$ cat config.mk
export PLATFORM = sky130hd
export DESIGN_NAME = multiturn_encoder_tracker
export DESIGN_NICKNAME = d
export VERILOG_FILES = /design/src/hdl/mtt_pkg.sv /design/src/hdl/multiturn_encoder_tracker.sv /design/src/hdl/mtt_fifo.sv /design/src/hdl/mtt_front.sv /design/src/hdl/mtt_back.sv
export SDC_FILE = /design/constraint.sdc
export NUM_CORES = 2
export LEC_CHECK = 0
export BUFFER_PORTS_ARGS = -buffer_cell sky130_fd_sc_hd__buf_4
export CAP_MARGIN = 20
export CORE_UTILIZATION = 57
export CTS_CLUSTER_DIAMETER = 60
export DETAILED_ROUTE_END_ITERATION = 12
export PLACE_DENSITY = 0.82
export SLEW_MARGIN = 20
export SYNTH_ARGS = -nofsm -noshare
export SYNTH_HDL_FRONTEND = slang
export SYNTH_SLANG_ARGS = --single-unit
$ cat constraint.sdc
create_clock -name clk_i -period 8 [get_ports clk_i]
set_clock_uncertainty 0.1 [all_clocks]
set_input_delay 1.6 -clock clk_i [delete_from_list [all_inputs] [get_ports clk_i]]
set_output_delay 1.6 -clock clk_i [all_outputs]
set_load 0.1 [all_outputs]
$ cat src/hdl/mtt_pkg.sv
// Shared types and constants of the multi-turn encoder tracker.
package mtt_pkg;

  localparam int EncoderCounts = 8192;
  localparam int EncW          = 13;
  localparam int MotorCount    = 2;
  localparam int MotorW        = 1;
  localparam int SpeedW        = 16;
  localparam int TurnW         = 16;
  localparam int PosW          = 30;
  localparam int TurnPad       = PosW - TurnW - EncW;
  localparam int DeltaW        = 14;
  localparam int VelW          = 15;
  localparam int GainW         = 16;
  localparam int CalibW        = 6;
  localparam int CfgDataW      = 16;
  localparam int CfgAddrW      = 1;
  localparam int QueueDepth    = 2;

  localparam int DefWindowLen  = 30;
  localparam int DefSumLen     = 28;

  localparam logic [CalibW-1:0] CalibCountReset   = 6'd50;
  localparam logic [GainW-1:0]  VelocityGainReset = 16'd5356;

  localparam int InDataW   = 32;
  localparam int InUserW   = 1;
  localparam int OutDataW  = 80;
  localparam int OutUserW  = 2;
  localparam int OutPad    = OutDataW - (SpeedW + TurnW + PosW + VelW);

  typedef enum logic [CfgAddrW-1:0] {
    CfgCalibCount   = 1'b0,
    CfgVelocityGain = 1'b1
  } cfg_idx_e;

  typedef struct packed {
    logic [MotorW-1:0] motor;
    logic              cal;
    logic [EncW-1:0]   pos;
    logic [SpeedW-1:0] speed;
  } item_t;

endpackage

$ cat src/hdl/multiturn_encoder_tracker.sv
// Top level of the two-motor multi-turn encoder tracker.
// Each accepted sample yields one result, in order. A calibration sample passes
// through the sequencer states SCalc and SEmit, and a tracking sample through
// SCalc, SPos, SStore and SEmit; the sample that closes a velocity window adds
// SSum, SMul and SScale: the sum of min(SumLen, WindowLen) entries runs through the
// delta memory one entry per cycle on its single read port, then a multiply and a
// scale step. A two-entry queue lets the input keep taking samples while the
// sequencer works or while a result waits on the output register, until it is full.
module multiturn_encoder_tracker #(
  parameter int WindowLen = mtt_pkg::DefWindowLen,
  parameter int SumLen    = mtt_pkg::DefSumLen
) (
  input  logic                          clk_i,
  input  logic                          rst_ni,
  input  logic                          cfg_we_i,
  input  logic [mtt_pkg::CfgAddrW-1:0]  cfg_addr_i,
  input  logic [mtt_pkg::CfgDataW-1:0]  cfg_data_i,
  input  logic                          s_axis_tvalid_i,
  output logic                          s_axis_tready_o,
  // encoder_pos [12:0], speed_raw [28:13], zero [31:29]
  input  logic [mtt_pkg::InDataW-1:0]   s_axis_tdata_i,
  // motor_sel [0]
  input  logic [mtt_pkg::InUserW-1:0]   s_axis_tuser_i,
  output logic                          m_axis_tvalid_o,
  input  logic                          m_axis_tready_i,
  // speed [15:0], turns [31:16], position [61:32], velocity [76:62], zero [79:77]
  output logic [mtt_pkg::OutDataW-1:0]  m_axis_tdata_o,
  // out_motor [0], calibrating [1]
  output logic [mtt_pkg::OutUserW-1:0]  m_axis_tuser_o
);
  import mtt_pkg::*;

  logic [CalibW-1:0] calib_count_q;
  logic [GainW-1:0]  gain_q;
  logic              push;
  item_t             push_data;
  logic              full;
  logic              pop;
  item_t             head;
  logic              empty;

  always_ff @(posedge clk_i or negedge rst_ni) begin
    if (!rst_ni) begin
      calib_count_q <= CalibCountReset;
      gain_q        <= VelocityGainReset;
    end else if (cfg_we_i) begin
      case (cfg_idx_e'(cfg_addr_i))
        CfgCalibCount:   calib_count_q <= cfg_data_i[CalibW-1:0];
        CfgVelocityGain: gain_q        <= cfg_data_i[GainW-1:0];
        default: ;
      endcase
    end
  end

  mtt_front u_front (
    .clk_i           (clk_i),
    .rst_ni          (rst_ni),
    .calib_count_i   (calib_count_q),
    .s_axis_tvalid_i (s_axis_tvalid_i),
    .s_axis_tready_o (s_axis_tready_o),
    .s_axis_tdata_i  (s_axis_tdata_i),
    .s_axis_tuser_i  (s_axis_tuser_i),
    .push_o          (push),
    .push_data_o     (push_data),
    .full_i          (full)
  );

  mtt_fifo u_fifo (
    .clk_i       (clk_i),
    .rst_ni      (rst_ni),
    .push_i      (push),
    .push_data_i (push_data),
    .full_o      (full),
    .pop_i       (pop),
    .head_o      (head),
    .empty_o     (empty)
  );

  mtt_back #(
    .WindowLen (WindowLen),
    .SumLen    (SumLen)
  ) u_back (
    .clk_i           (clk_i),
    .rst_ni          (rst_ni),
    .gain_i          (gain_q),
    .head_i          (head),
    .empty_i         (empty),
    .pop_o           (pop),
    .m_axis_tvalid_o (m_axis_tvalid_o),
    .m_axis_tready_i (m_axis_tready_i),
    .m_axis_tdata_o  (m_axis_tdata_o),
    .m_axis_tuser_o  (m_axis_tuser_o)
  );

endmodule

$ cat src/hdl/mtt_fifo.sv
// Two-entry queue between the sample classifier and the tracking sequencer.
module mtt_fifo (
  input  logic          clk_i,
  input  logic          rst_ni,
  input  logic          push_i,
  input  mtt_pkg::item_t push_data_i,
  output logic          full_o,
  input  logic          pop_i,
  output mtt_pkg::item_t head_o,
  output logic          empty_o
);
  import mtt_pkg::*;

  localparam int PtrW = $clog2(QueueDepth);
  localparam int CntW = $clog2(QueueDepth + 1);

  item_t           entry_q [QueueDepth];
  logic [PtrW-1:0] wr_ptr_q, wr_ptr_d;
  logic [PtrW-1:0] rd_ptr_q, rd_ptr_d;
  logic [CntW-1:0] count_q, count_d;

  assign full_o  = (count_q == CntW'(QueueDepth));
  assign empty_o = (count_q == '0);
  assign head_o  = entry_q[rd_ptr_q];

  always_comb begin
    wr_ptr_d = wr_ptr_q;
    rd_ptr_d = rd_ptr_q;
    count_d  = count_q;
    if (push_i) begin
      wr_ptr_d = (wr_ptr_q == PtrW'(QueueDepth - 1)) ? '0 : wr_ptr_q + 1'b1;
    end
    if (pop_i) begin
      rd_ptr_d = (rd_ptr_q == PtrW'(QueueDepth - 1)) ? '0 : rd_ptr_q + 1'b1;
    end
    if (push_i && !pop_i) begin
      count_d = count_q + 1'b1;
    end else if (pop_i && !push_i) begin
      count_d = count_q - 1'b1;
    end
  end

  always_ff @(posedge clk_i or negedge rst_ni) begin
    if (!rst_ni) begin
      wr_ptr_q <= '0;
      rd_ptr_q <= '0;
      count_q  <= '0;
    end else begin
      wr_ptr_q <= wr_ptr_d;
      rd_ptr_q <= rd_ptr_d;
      count_q  <= count_d;
    end
  end

  always_ff @(posedge clk_i) begin
    if (push_i) begin
      entry_q[wr_ptr_q] <= push_data_i;
    end
  end

endmodule

$ cat src/hdl/mtt_front.sv
// Input side: accepts samples and marks the ones used for offset capture.
module mtt_front (
  input  logic                         clk_i,
  input  logic                         rst_ni,
  input  logic [mtt_pkg::CalibW-1:0]   calib_count_i,
  input  logic                         s_axis_tvalid_i,
  output logic                         s_axis_tready_o,
  input  logic [mtt_pkg::InDataW-1:0]  s_axis_tdata_i,
  input  logic [mtt_pkg::InUserW-1:0]  s_axis_tuser_i,
  output logic                         push_o,
  output mtt_pkg::item_t               push_data_o,
  input  logic                         full_i
);
  import mtt_pkg::*;

  localparam logic [CalibW-1:0] CountMax = '1;

  logic [CalibW-1:0] sample_cnt_q [MotorCount];
  logic [MotorW-1:0] motor;
  logic              motor_ok;
  logic              accept;
  logic [CalibW-1:0] cur_cnt;

  assign motor    = s_axis_tuser_i[MotorW-1:0];
  assign motor_ok = (int'(motor) < MotorCount);
  assign cur_cnt  = sample_cnt_q[motor];

  assign s_axis_tready_o = !full_i;
  assign accept          = s_axis_tvalid_i && !full_i;
  // A sample for a motor that does not exist is taken and dropped.
  assign push_o          = accept && motor_ok;

  always_comb begin
    push_data_o.motor = motor;
    push_data_o.cal   = (cur_cnt < calib_count_i);
    push_data_o.pos   = s_axis_tdata_i[EncW-1:0];
    push_data_o.speed = s_axis_tdata_i[EncW+SpeedW-1:EncW];
  end

  always_ff @(posedge clk_i or negedge rst_ni) begin
    if (!rst_ni) begin
      for (int i = 0; i < MotorCount; i++) begin
        sample_cnt_q[i] <= '0;
      end
    end else if (push_o && (cur_cnt != CountMax)) begin
      sample_cnt_q[motor] <= cur_cnt + 1'b1;
    end
  end

endmodule

$ cat src/hdl/mtt_back.sv
// Tracking sequencer: turn counting, position, delta window and velocity.
module mtt_back #(
  parameter int WindowLen = mtt_pkg::DefWindowLen,
  parameter int SumLen    = mtt_pkg::DefSumLen
) (
  input  logic                          clk_i,
  input  logic                          rst_ni,
  input  logic [mtt_pkg::GainW-1:0]     gain_i,
  input  mtt_pkg::item_t                head_i,
  input  logic                          empty_i,
  output logic                          pop_o,
  output logic                          m_axis_tvalid_o,
  input  logic                          m_axis_tready_i,
  output logic [mtt_pkg::OutDataW-1:0]  m_axis_tdata_o,
  output logic [mtt_pkg::OutUserW-1:0]  m_axis_tuser_o
);
  import mtt_pkg::*;

  localparam int NSum  = (SumLen < WindowLen) ? SumLen : WindowLen;
  localparam int Depth = MotorCount * WindowLen;
  localparam int AddrW = $clog2(Depth);
  localparam int IdxW  = $clog2(WindowLen);
  localparam int CntW  = $clog2(NSum + 1);
  localparam int SumW  = DeltaW + $clog2(NSum + 1);
  localparam int ProdW = SumW + GainW + 1;
  localparam int ShW   = ProdW - 16;

  localparam logic signed [EncW:0]  HalfRev  = (EncW+1)'(EncoderCounts / 2);
  localparam logic signed [PosW:0]  DeltaHi  = (PosW+1)'(2**(DeltaW-1) - 1);
  localparam logic signed [PosW:0]  DeltaLo  = (PosW+1)'(-(2**(DeltaW-1)));
  localparam logic signed [ShW-1:0] VelHi    = ShW'(2**(VelW-1) - 1);
  localparam logic signed [ShW-1:0] VelLo    = ShW'(-(2**(VelW-1)));
  localparam logic signed [ProdW-1:0] RoundBias = ProdW'(65535);

  typedef enum logic [7:0] {
    SIdle  = 8'b0000_0001,
    SCalc  = 8'b0000_0010,
    SPos   = 8'b0000_0100,
    SStore = 8'b0000_1000,
    SSum   = 8'b0001_0000,
    SMul   = 8'b0010_0000,
    SScale = 8'b0100_0000,
    SEmit  = 8'b1000_0000
  } state_e;

  state_e state_q, state_d;
  item_t  item_q;

  logic [EncW-1:0]  prev_enc_q  [MotorCount];
  logic [TurnW-1:0] turns_q     [MotorCount];
  logic [EncW-1:0]  offset_q    [MotorCount];
  logic [PosW-1:0]  prev_pos_q  [MotorCount];
  logic [IdxW-1:0]  widx_q      [MotorCount];
  logic [VelW-1:0]  vel_q       [MotorCount];

  logic [DeltaW-1:0]        delta_mem_q [Depth];
  logic signed [DeltaW-1:0] rdata_q;
  logic signed [DeltaW-1:0] delta_q;
  logic [PosW-1:0]          position_q;
  logic [AddrW-1:0]         base_q;
  logic [CntW-1:0]          rd_cnt_q;
  logic                     rd_vld_q;
  logic signed [SumW-1:0]   acc_q;
  logic signed [ProdW-1:0]  prod_q;

  logic                     out_valid_q;
  logic [OutDataW-1:0]      out_data_q;
  logic [OutUserW-1:0]      out_user_q;

  logic [MotorW-1:0]        m;
  logic signed [EncW:0]     diff;
  logic [TurnW-1:0]         turns_next;
  logic [PosW-1:0]          turn_part;
  logic [PosW-1:0]          position_d;
  logic signed [PosW:0]     delta_full;
  logic signed [DeltaW-1:0] delta_sat;
  logic [AddrW-1:0]         wr_addr;
  logic [AddrW-1:0]         rd_addr;
  logic                     window_end;
  logic                     rd_en;
  logic                     sum_done;
  logic                     load_out;
  logic signed [ProdW-1:0]  biased;
  logic signed [ShW-1:0]    shifted;
  logic [VelW-1:0]          vel_sat;

  assign m = item_q.motor;

  always_comb begin
    diff = signed'({1'b0, item_q.pos}) - signed'({1'b0, prev_enc_q[m]});
    turns_next = turns_q[m];
    // A jump forward of more than half a turn means the shaft wrapped backward.
    if (diff > HalfRev) begin
      turns_next = turns_q[m] - 1'b1;
    end else if (diff < -HalfRev) begin
      turns_next = turns_q[m] + 1'b1;
    end
  end

  always_comb begin
    turn_part  = {{TurnPad{turns_q[m][TurnW-1]}}, turns_q[m], {EncW{1'b0}}};
    position_d = turn_part + PosW'(item_q.pos) - PosW'(offset_q[m]);
    delta_full = signed'({position_d[PosW-1], position_d})
               - signed'({prev_pos_q[m][PosW-1], prev_pos_q[m]});
    if (delta_full > DeltaHi) begin
      delta_sat = DeltaW'(DeltaHi);
    end else if (delta_full < DeltaLo) begin
      delta_sat = DeltaW'(DeltaLo);
    end else begin
      delta_sat = DeltaW'(delta_full);
    end
  end

  assign wr_addr    = AddrW'(AddrW'(m) * AddrW'(WindowLen)) + AddrW'(widx_q[m]);
  assign rd_addr    = base_q + AddrW'(rd_cnt_q);
  assign window_end = (widx_q[m] == IdxW'(WindowLen - 1));
  assign rd_en      = (state_q == SSum) && (rd_cnt_q != CntW'(NSum));
  assign sum_done   = (rd_cnt_q == CntW'(NSum)) && !rd_vld_q;

  // Truncate toward zero: negative products take a bias before the shift.
  always_comb begin
    biased  = prod_q + (prod_q[ProdW-1] ? RoundBias : '0);
    shifted = ShW'(biased >>> 16);
    if (shifted > VelHi) begin
      vel_sat = VelW'(VelHi);
    end else if (shifted < VelLo) begin
      vel_sat = VelW'(VelLo);
    end else begin
      vel_sat = VelW'(shifted);
    end
  end

  always_comb begin
    state_d  = state_q;
    pop_o    = 1'b0;
    load_out = 1'b0;
    unique case (state_q)
      SIdle: begin
        if (!empty_i) begin
          pop_o   = 1'b1;
          state_d = SCalc;
        end
      end
      SCalc:  state_d = item_q.cal ? SEmit : SPos;
      SPos:   state_d = SStore;
      SStore: state_d = window_end ? SSum : SEmit;
      SSum: begin
        if (sum_done) begin
          state_d = SMul;
        end
      end
      SMul:   state_d = SScale;
      SScale: state_d = SEmit;
      SEmit: begin
        if (!out_valid_q || m_axis_tready_i) begin
          load_out = 1'b1;
          state_d  = SIdle;
        end
      end
      default: state_d = SIdle;
    endcase
  end

  always_ff @(posedge clk_i or negedge rst_ni) begin
    if (!rst_ni) begin
      state_q     <= SIdle;
      out_valid_q <= 1'b0;
      rd_cnt_q    <= '0;
      rd_vld_q    <= 1'b0;
      for (int i = 0; i < MotorCount; i++) begin
        prev_enc_q[i] <= '0;
        turns_q[i]    <= '0;
        offset_q[i]   <= '0;
        prev_pos_q[i] <= '0;
        widx_q[i]     <= '0;
        vel_q[i]      <= '0;
      end
    end else begin
      state_q  <= state_d;
      rd_vld_q <= rd_en;
      if (load_out) begin
        out_valid_q <= 1'b1;
      end else if (m_axis_tready_i) begin
        out_valid_q <= 1'b0;
      end
      if (state_q == SCalc) begin
        prev_enc_q[m] <= item_q.pos;
        if (item_q.cal) begin
          offset_q[m]   <= item_q.pos;
          prev_pos_q[m] <= '0;
        end else begin
          turns_q[m] <= turns_next;
        end
      end
      if (state_q == SPos) begin
        prev_pos_q[m] <= position_d;
      end
      if (state_q == SStore) begin
        rd_cnt_q  <= '0;
        widx_q[m] <= window_end ? '0 : widx_q[m] + 1'b1;
      end
      if (rd_en) begin
        rd_cnt_q <= rd_cnt_q + 1'b1;
      end
      if (state_q == SScale) begin
        vel_q[m] <= vel_sat;
      end
    end
  end

  always_ff @(posedge clk_i) begin
    if (pop_o) begin
      item_q <= head_i;
    end
    if (state_q == SCalc) begin
      position_q <= '0;
    end
    if (state_q == SPos) begin
      position_q <= position_d;
      delta_q    <= delta_sat;
    end
    if (state_q == SStore) begin
      base_q <= AddrW'(AddrW'(m) * AddrW'(WindowLen));
      acc_q  <= '0;
    end else if (rd_vld_q) begin
      acc_q <= acc_q + SumW'(rdata_q);
    end
    if (state_q == SMul) begin
      prod_q <= acc_q * signed'({1'b0, gain_i});
    end
    if (load_out) begin
      out_data_q <= {{OutPad{1'b0}}, vel_q[m], position_q, turns_q[m], item_q.speed};
      out_user_q <= {item_q.cal, m};
    end
  end

  always_ff @(posedge clk_i) begin
    if (state_q == SStore) begin
      delta_mem_q[wr_addr] <= delta_q;
    end
    if (rd_en) begin
      rdata_q <= delta_mem_q[rd_addr];
    end
  end

  assign m_axis_tvalid_o = out_valid_q;
  assign m_axis_tdata_o  = out_data_q;
  assign m_axis_tuser_o  = out_user_q;

endmodule

# == Word-level counts from Yosys, hierarchy flattened ==
# Memories as Yosys holds them, arrays and structs flattened. A register that Yosys moved wholly into a read port is not among the register bits.
# Index checks and enable logic that the tools add are counted.
# Widths: inputs -> output; s select.
# word_totals
mem_count,2
word_cells,182
output_inout_bits,84
in_bits,55
reg_bits,420
ramBits,902
# mem_list
name,words,width,rd,rd_ports_with_merged_regs,write_ports,line,text
u_back.delta_mem_q,60,14,1,1,1,mtt_back.sv:56,logic [DeltaW-1:0] delta_mem_q [Depth];
u_fifo.entry_q,2,31,1,1,1,mtt_fifo.sv:17,item_t entry_q [QueueDepth];
# classes
addsub,17
multipliers,2
n_reduce_logical,24
magnitude_cmp,11
n_mux,74
n_bitwise,6
eq_ne,16
# ops
operator,n
$mux 30,6
$mux 60,3
$mux 16,7
$mux 13,7
$mux 15,6
$pmux 8 s8,1
$and 60x60->60,1
$bwmux 60,1
$not 60->60,1
$bwmux 26,2
$mux 8,5
$add 36x36->36,1
$mul 19x17->36,1
$mux 5,7
$bwmux 32,1
$gt 31x14->1 const B,1
$lt 31x14->1 const B,1
$sub 30x30->31,1
$add 29x14->30,1
$bwmux 30,1
$demux 30 s1,1
$sub 30x13->30,1
$mux 6,4
$gt 20x15->1 const B,1
other kinds (50),88

# == Depth between registers and ports, before layout ==
# depth
ltp_word,11
mapped_depth,35
depth_no_buf,27

# == Hierarchy ==
# A second synthesis with hierarchy kept.
# unflattened
hier_cells,4813
hier_area_um2,69726.9
# by_module_without_submodules
module,seq_area_each_um2,cells_each,instances,area_each_um2
mtt_back,36741.5,4552,1,65210.0
mtt_fifo,1961.9,113,1,2577.5
mtt_front,300.3,100,1,1039.7
multiturn_encoder_tracker,563.0,48,1,899.6

# == Worst setup path before layout ==
# No wires, ideal clock.
# synth_path
path_type,register to register
from,"register, netlist name u_back.m"
to,"register u_back.delta_q[3], data pin"
stages_incl_launch_ff,36
synth_period_minus_slack_ps,8251
setup_ps,145
t_arrival_ps,8007
path_buffers,10
slack_ps,-251
required_ps,7755
cell_sequence,edfxtp_1 -> buf_6 -> buf_8 -> buf_2 -> buf_1 -> clkbuf_1 -> clkbuf_1 -> buf_1 -> buf_1 -> mux2i_1 -> ha_1 -> nor2b_1 -> o31a_1 -> o32ai_1 -> o21ai_1 -> a21oi_1 -> nor2b_1 -> o21ai_0 -> nor3b_1 -> xnor2_1 -> ha_1 -> clkbuf_1 -> nand2_1 -> nand2_1 -> a31oi_1 -> o31ai_1 -> a21o_1 -> a21oi_1 -> a21oi_2 -> o211a_1 -> o21a_1 -> o21a_1 -> or2_0 -> o41a_1 -> buf_6 -> o21ai_1
# synth_via
elab_chain_len,9
# synth_rtl
item,line,text
$not 1->2 (not written as such) (*),"mtt_back.sv:101, mtt_back.sv:102",
$mux 16 (not written as such) (3 in a row),mtt_back.sv:101,"turn_part = {{TurnPad{turns_q[m][TurnW-1]}}, turns_q[m], {EncW{1'b0}}};"
$add 29x14->30,mtt_back.sv:102,position_d = turn_part + PosW'(item_q.pos) - PosW'(offset_q[m]);
$sub 30x13->30 (*),mtt_back.sv:102,
net u_back.position_d[15],mtt_back.sv:74,logic [PosW-1:0] position_d;
$sub 30x30->31 (*),mtt_back.sv:104,"- signed'({prev_pos_q[m][PosW-1], prev_pos_q[m]});"
$lt 31x14->1,mtt_back.sv:107,end else if (delta_full < DeltaLo) begin
$mux 14,mtt_back.sv:107,
to (signal assigned),mtt_back.sv:220,delta_q <= delta_sat;
to (decl),mtt_back.sv:58,logic signed [DeltaW-1:0] delta_q;
# The timed path passes the listed nets; every way through them passes the cells marked *. The select of a mux whose other input is x is not followed.
# A chain may end at the register's enable or synchronous reset.

# == Final worst setup path ==
# layout_path
from,"register, netlist name u_back.m"
to,"register u_back.delta_q[11], data pin"
# layout_via
elab_chain_len,9
# layout_rtl
item,line
$not 1->2 (not written as such) (*),"mtt_back.sv:101, mtt_back.sv:102"
$mux 16 (not written as such) (3 in a row),mtt_back.sv:101
$add 29x14->30,mtt_back.sv:102
$sub 30x13->30 (*),mtt_back.sv:102
net u_back.position_d[13],mtt_back.sv:74
$sub 30x30->31 (*),mtt_back.sv:104
$lt 31x14->1,mtt_back.sv:107
$mux 14,mtt_back.sv:107
# Marks and branches as above.

==> impl_metrics.yaml <==
floorplanning:
  rows: 127
  ios: 139
  core-area_um2: 120000
  dieHeight_um: 349
  design.die.area_um2: 122000
  chipWidth_um: 349
  initial_core_util_pct: 57.4
synth:
  syn_inst: 4753
  synth-main-ff-cell: "edfxtp_1"
  yosysUniqueCellTypes: 100
  yosys_warnings: 0
  syn_area_per_cell_um2: 14.5
  synth_area_um2: 68800
  synth_edf_count: 1107
  async_flop_share_pct: 17.4
  ys_seq_area_share_pct: 57.5
  ys_ff_latch: 1363
hold_path:
  hp-start: "u_back.item_q[8]"
  min_path_cells: 0
  hold_path.class: "flip-flop to flip-flop"
  worstHoldEndpoint: "u_back.m_axis_tdata_o[8]"
worst_setup_path:
  required_ns: 8.39
  r2r_slack_ns: 0.66
  r2r-end: "u_back.delta_q[11]"
  r2r_start: "u_back.m"
  cp.arrival_ns: 7.73
  rr_worst_depth: 26
  path_class: "flip-flop to flip-flop"
  critPathMaxStageDelay_ns: 0.64
  startpoint_type: "flip-flop"
  cpMaxStageDelayCell: "edfxtp_1"
  path_max_fanout: 13
  crit_path_end_kind: "flip-flop"
clock_tree:
  htreeDepth: 4
  cts.clk_slew.worst_paths_ns: 0.06
  cts_sinks: 1363
  cts_resized: 0
  cts-root-buf: "clkbuf_16"
  cts_tree: "done"
  postCtsHoldBufs: 0
  cts.path.max_buffers: 3
  numCtsBuffers: 140
  clk_latency_ns: 0.79
  post_cts.repair.setup_buffers: 0
sta:
  slew_violations: 0
  hold-worst-slack_ns: 0.317
  tns_ns: 0
  slew_headroom_pct: 24.3
  fmax_ghz: 0.136
  worst_slew_pin_slew_ns: 1.13
  timing.final.crit_share_pct: 91.7
  period_needed_ns: 7.34
  report.final.hold_viol_count: 0
  setup_viol: 0
  rsz0062_at_grt: "false"
global_route:
  use_met2_pct: 44.8
  grt-ovfl-total: 0
  first_global_vias: 41800
  top_usage_layer: "met2"
  antenna_found_initial: 7
  grt.total_usage_pct: 27.1
  grt_util_met3_pct: 5.15
  grt_pass1_wl_um: 248000
  grt_max_degree: 167
  grt_use_met1_pct: 34.9
route:
  viasPerCell: 6.12
  antenna_left: 0
  drtIter0Drc: 4375
  first_pass_iters: 6
  drc: 0
  wirelength_um: 162000
  vias: 40800
  wl_per_cell_um: 24.3
layout:
  nets: 5484
  fill_cells: 8217
  multi_input_area_um2: 26800
  syn_to_final_growth_pct: 11.4
  drive_gt1_share_pct: 18.4
  seq_area_um2: 39600
job:
  max_cap_viol_count: 0
place:
  place.gp.congestion: 0.923
  hpwl_um: 100000
  port_buffers: 132
pwr:
  powerDensity_nw_per_um2: 306
  max-vdd-ir-drop_v: 0.000363
  p_leak_nw: 29.2
status:
  outcome: "completed"
==> how the worst max path moves through the flow <==
stage          startpoint                  to  slack (ns)  depth (start not counted)
2_1_floorplan    u_back.m   u_back.delta_q[3]        0.12                         35
3_3_place_gp     u_back.m   u_back.delta_q[4]        0.96                         25
3_5_place_dp     u_back.m   u_back.delta_q[4]        0.73                         25
4_1_cts          u_back.m   u_back.delta_q[4]        0.69                         25
5_1_grt          u_back.m  u_back.delta_q[11]        0.13                         26
6_report         u_back.m  u_back.delta_q[11]        0.66                         26
==> synth_stat cells, types with 7 or more instances <==
cell      number  area share (%)
nand3b_1       8           0.087
a21boi_0      13            0.14
xor2_1        50            0.64
mux4_2       261             8.5
nand4_1       14            0.13
ha_1         194             3.5
nor4_1         7           0.064
and2_1       119             1.1
a22o_1         8            0.10
mux2_2       137             2.2
nor2b_1       24            0.22
o31ai_1       14            0.15
a31oi_1       13            0.12
o21ai_0      182             1.3
edfxtp_1    1107              48
a21oi_1      104            0.76
a21o_1        32            0.35
nand3_1      100            0.73
dfstp_2       11            0.42
fa_1         312             9.1
and3_1        13            0.12
o22ai_1        7           0.064
nand2_1      383             2.1
dfrtp_1      226             8.2
xnor2_1      107             1.4
or3_1         16            0.15
nand2b_1      14            0.13
o21a_1        22            0.24
o21ai_1       20            0.15
nor2_1       239             1.3
clkbuf_1     154            0.84
o21bai_1       7           0.076
o211ai_1      14            0.15
mux2i_1      106             1.5
nor3b_1       15            0.16
inv_1        484             2.6
dfxtp_1       19            0.55
buf_1         32            0.17
nor3_1        37            0.27
==> registers in the layout (all words and copies together), names as in the netlist, 16 cells and up <==
signal                 count
u_back.prev_pos_q         60
gain_q                    16
u_back.offset_q           26
u_back.delta_mem_q       840
u_back.position_q         30
u_back.item_q             30
u_back.acc_q              19
u_back.vel_q              30
u_fifo.entry_q            62
u_back.turns_q            32
u_back.prod_q             36
u_back.m_axis_tdata_o     77
u_back.prev_enc_q         26
==> layout by cell type (no fill, tap or decap), drive strengths merged, types with 11 or more instances in the layout <==
cell	instances
edfxtp	1107
inv	499
nand2	383
fa	312
mux4	261
nor2	239
dfrtp	226
buf	222
o21ai	203
ha	194
clkbuf	184
mux2	138
and2	120
mux2i	107
xnor2	107
a21oi	106
nand3	100
xor2	50
clkinv	44
nor3	38
a21o	32
nor2b	24
o21a	22
dfxtp	19
or3	16
nor3b	15
o211ai	15
o31ai	15
a21boi	15
nand2b	14
nand4	14
a31oi	14
and3	13
dfstp	11
==> layer usage <==
layer / routed length, um / vias up
li1: - / 17500
met1: 60600 / 20700
met2: 80200 / 2129
met3: 13900 / 462
met4: 7300 / 8
met5: 53 / -
==> logic make-up after synthesis <==
family,Yosys count,share of synthesized area (%)
flops,1363,57.5
xor+xnor,160,2.10
other cells,1,0.00545
compound gates,509,4.64
simple gates,1022,6.91
fa+ha+maj,509,12.7
mux,506,12.4
buf+inv,683,3.80
==> worst max-delay path: cells and delay by family (launching register included) <==
| kind | cells | cell delay (ns) |
|---|---|---|
| compound gates | 14 | 3.57 |
| xor+xnor | 1 | 0.41 |
| fa+ha+maj | 2 | 0.65 |
| buf+inv | 3 | 0.49 |
| flops | 1 | 0.64 |
| mux | 1 | 0.22 |
| simple gates | 5 | 0.97 |
==> report_power, final <==
part	switching (mW)	internal [mW]	total (mW)
Sequential	0.452	8.49	8.95
Combinational	4.94	2.98	7.92
Clock	2.85	3.73	6.59
Total	8.25	15.2	23.5
==> metrics by stage <==
step	instances	total power, mW	utilization [%]	worst slack [ns]	cell area, um2
2_1_floorplan	4755	14.8	-	0.118	68800
6_report	6655	23.5	63.9	0.663	76600
5_1_grt	6653	24.5	63.9	0.131	76600
3_5_place_dp	6393	16.7	60.0	0.729	71900
3_3_place_gp	6393	16.5	60.0	0.964	71900
4_1_cts	6652	23.4	63.9	0.693	76600
==> cell type report <==
| class | instances | share of cell area, % |
|---|---|---|
| flip-flops and latches | 1363 | 51.6 |
| multi-input cells | 2709 | 35.0 |
| clock buffers | 184 | 5.00 |
| well taps | 1612 | 2.63 |
| inverters | 487 | 2.39 |
| repair buffers | 222 | 2.25 |
| clock inverters | 75 | 1.09 |
| diodes | 3 | 0.00980 |
No activity file was read; power rests on OpenSTA's default activity.
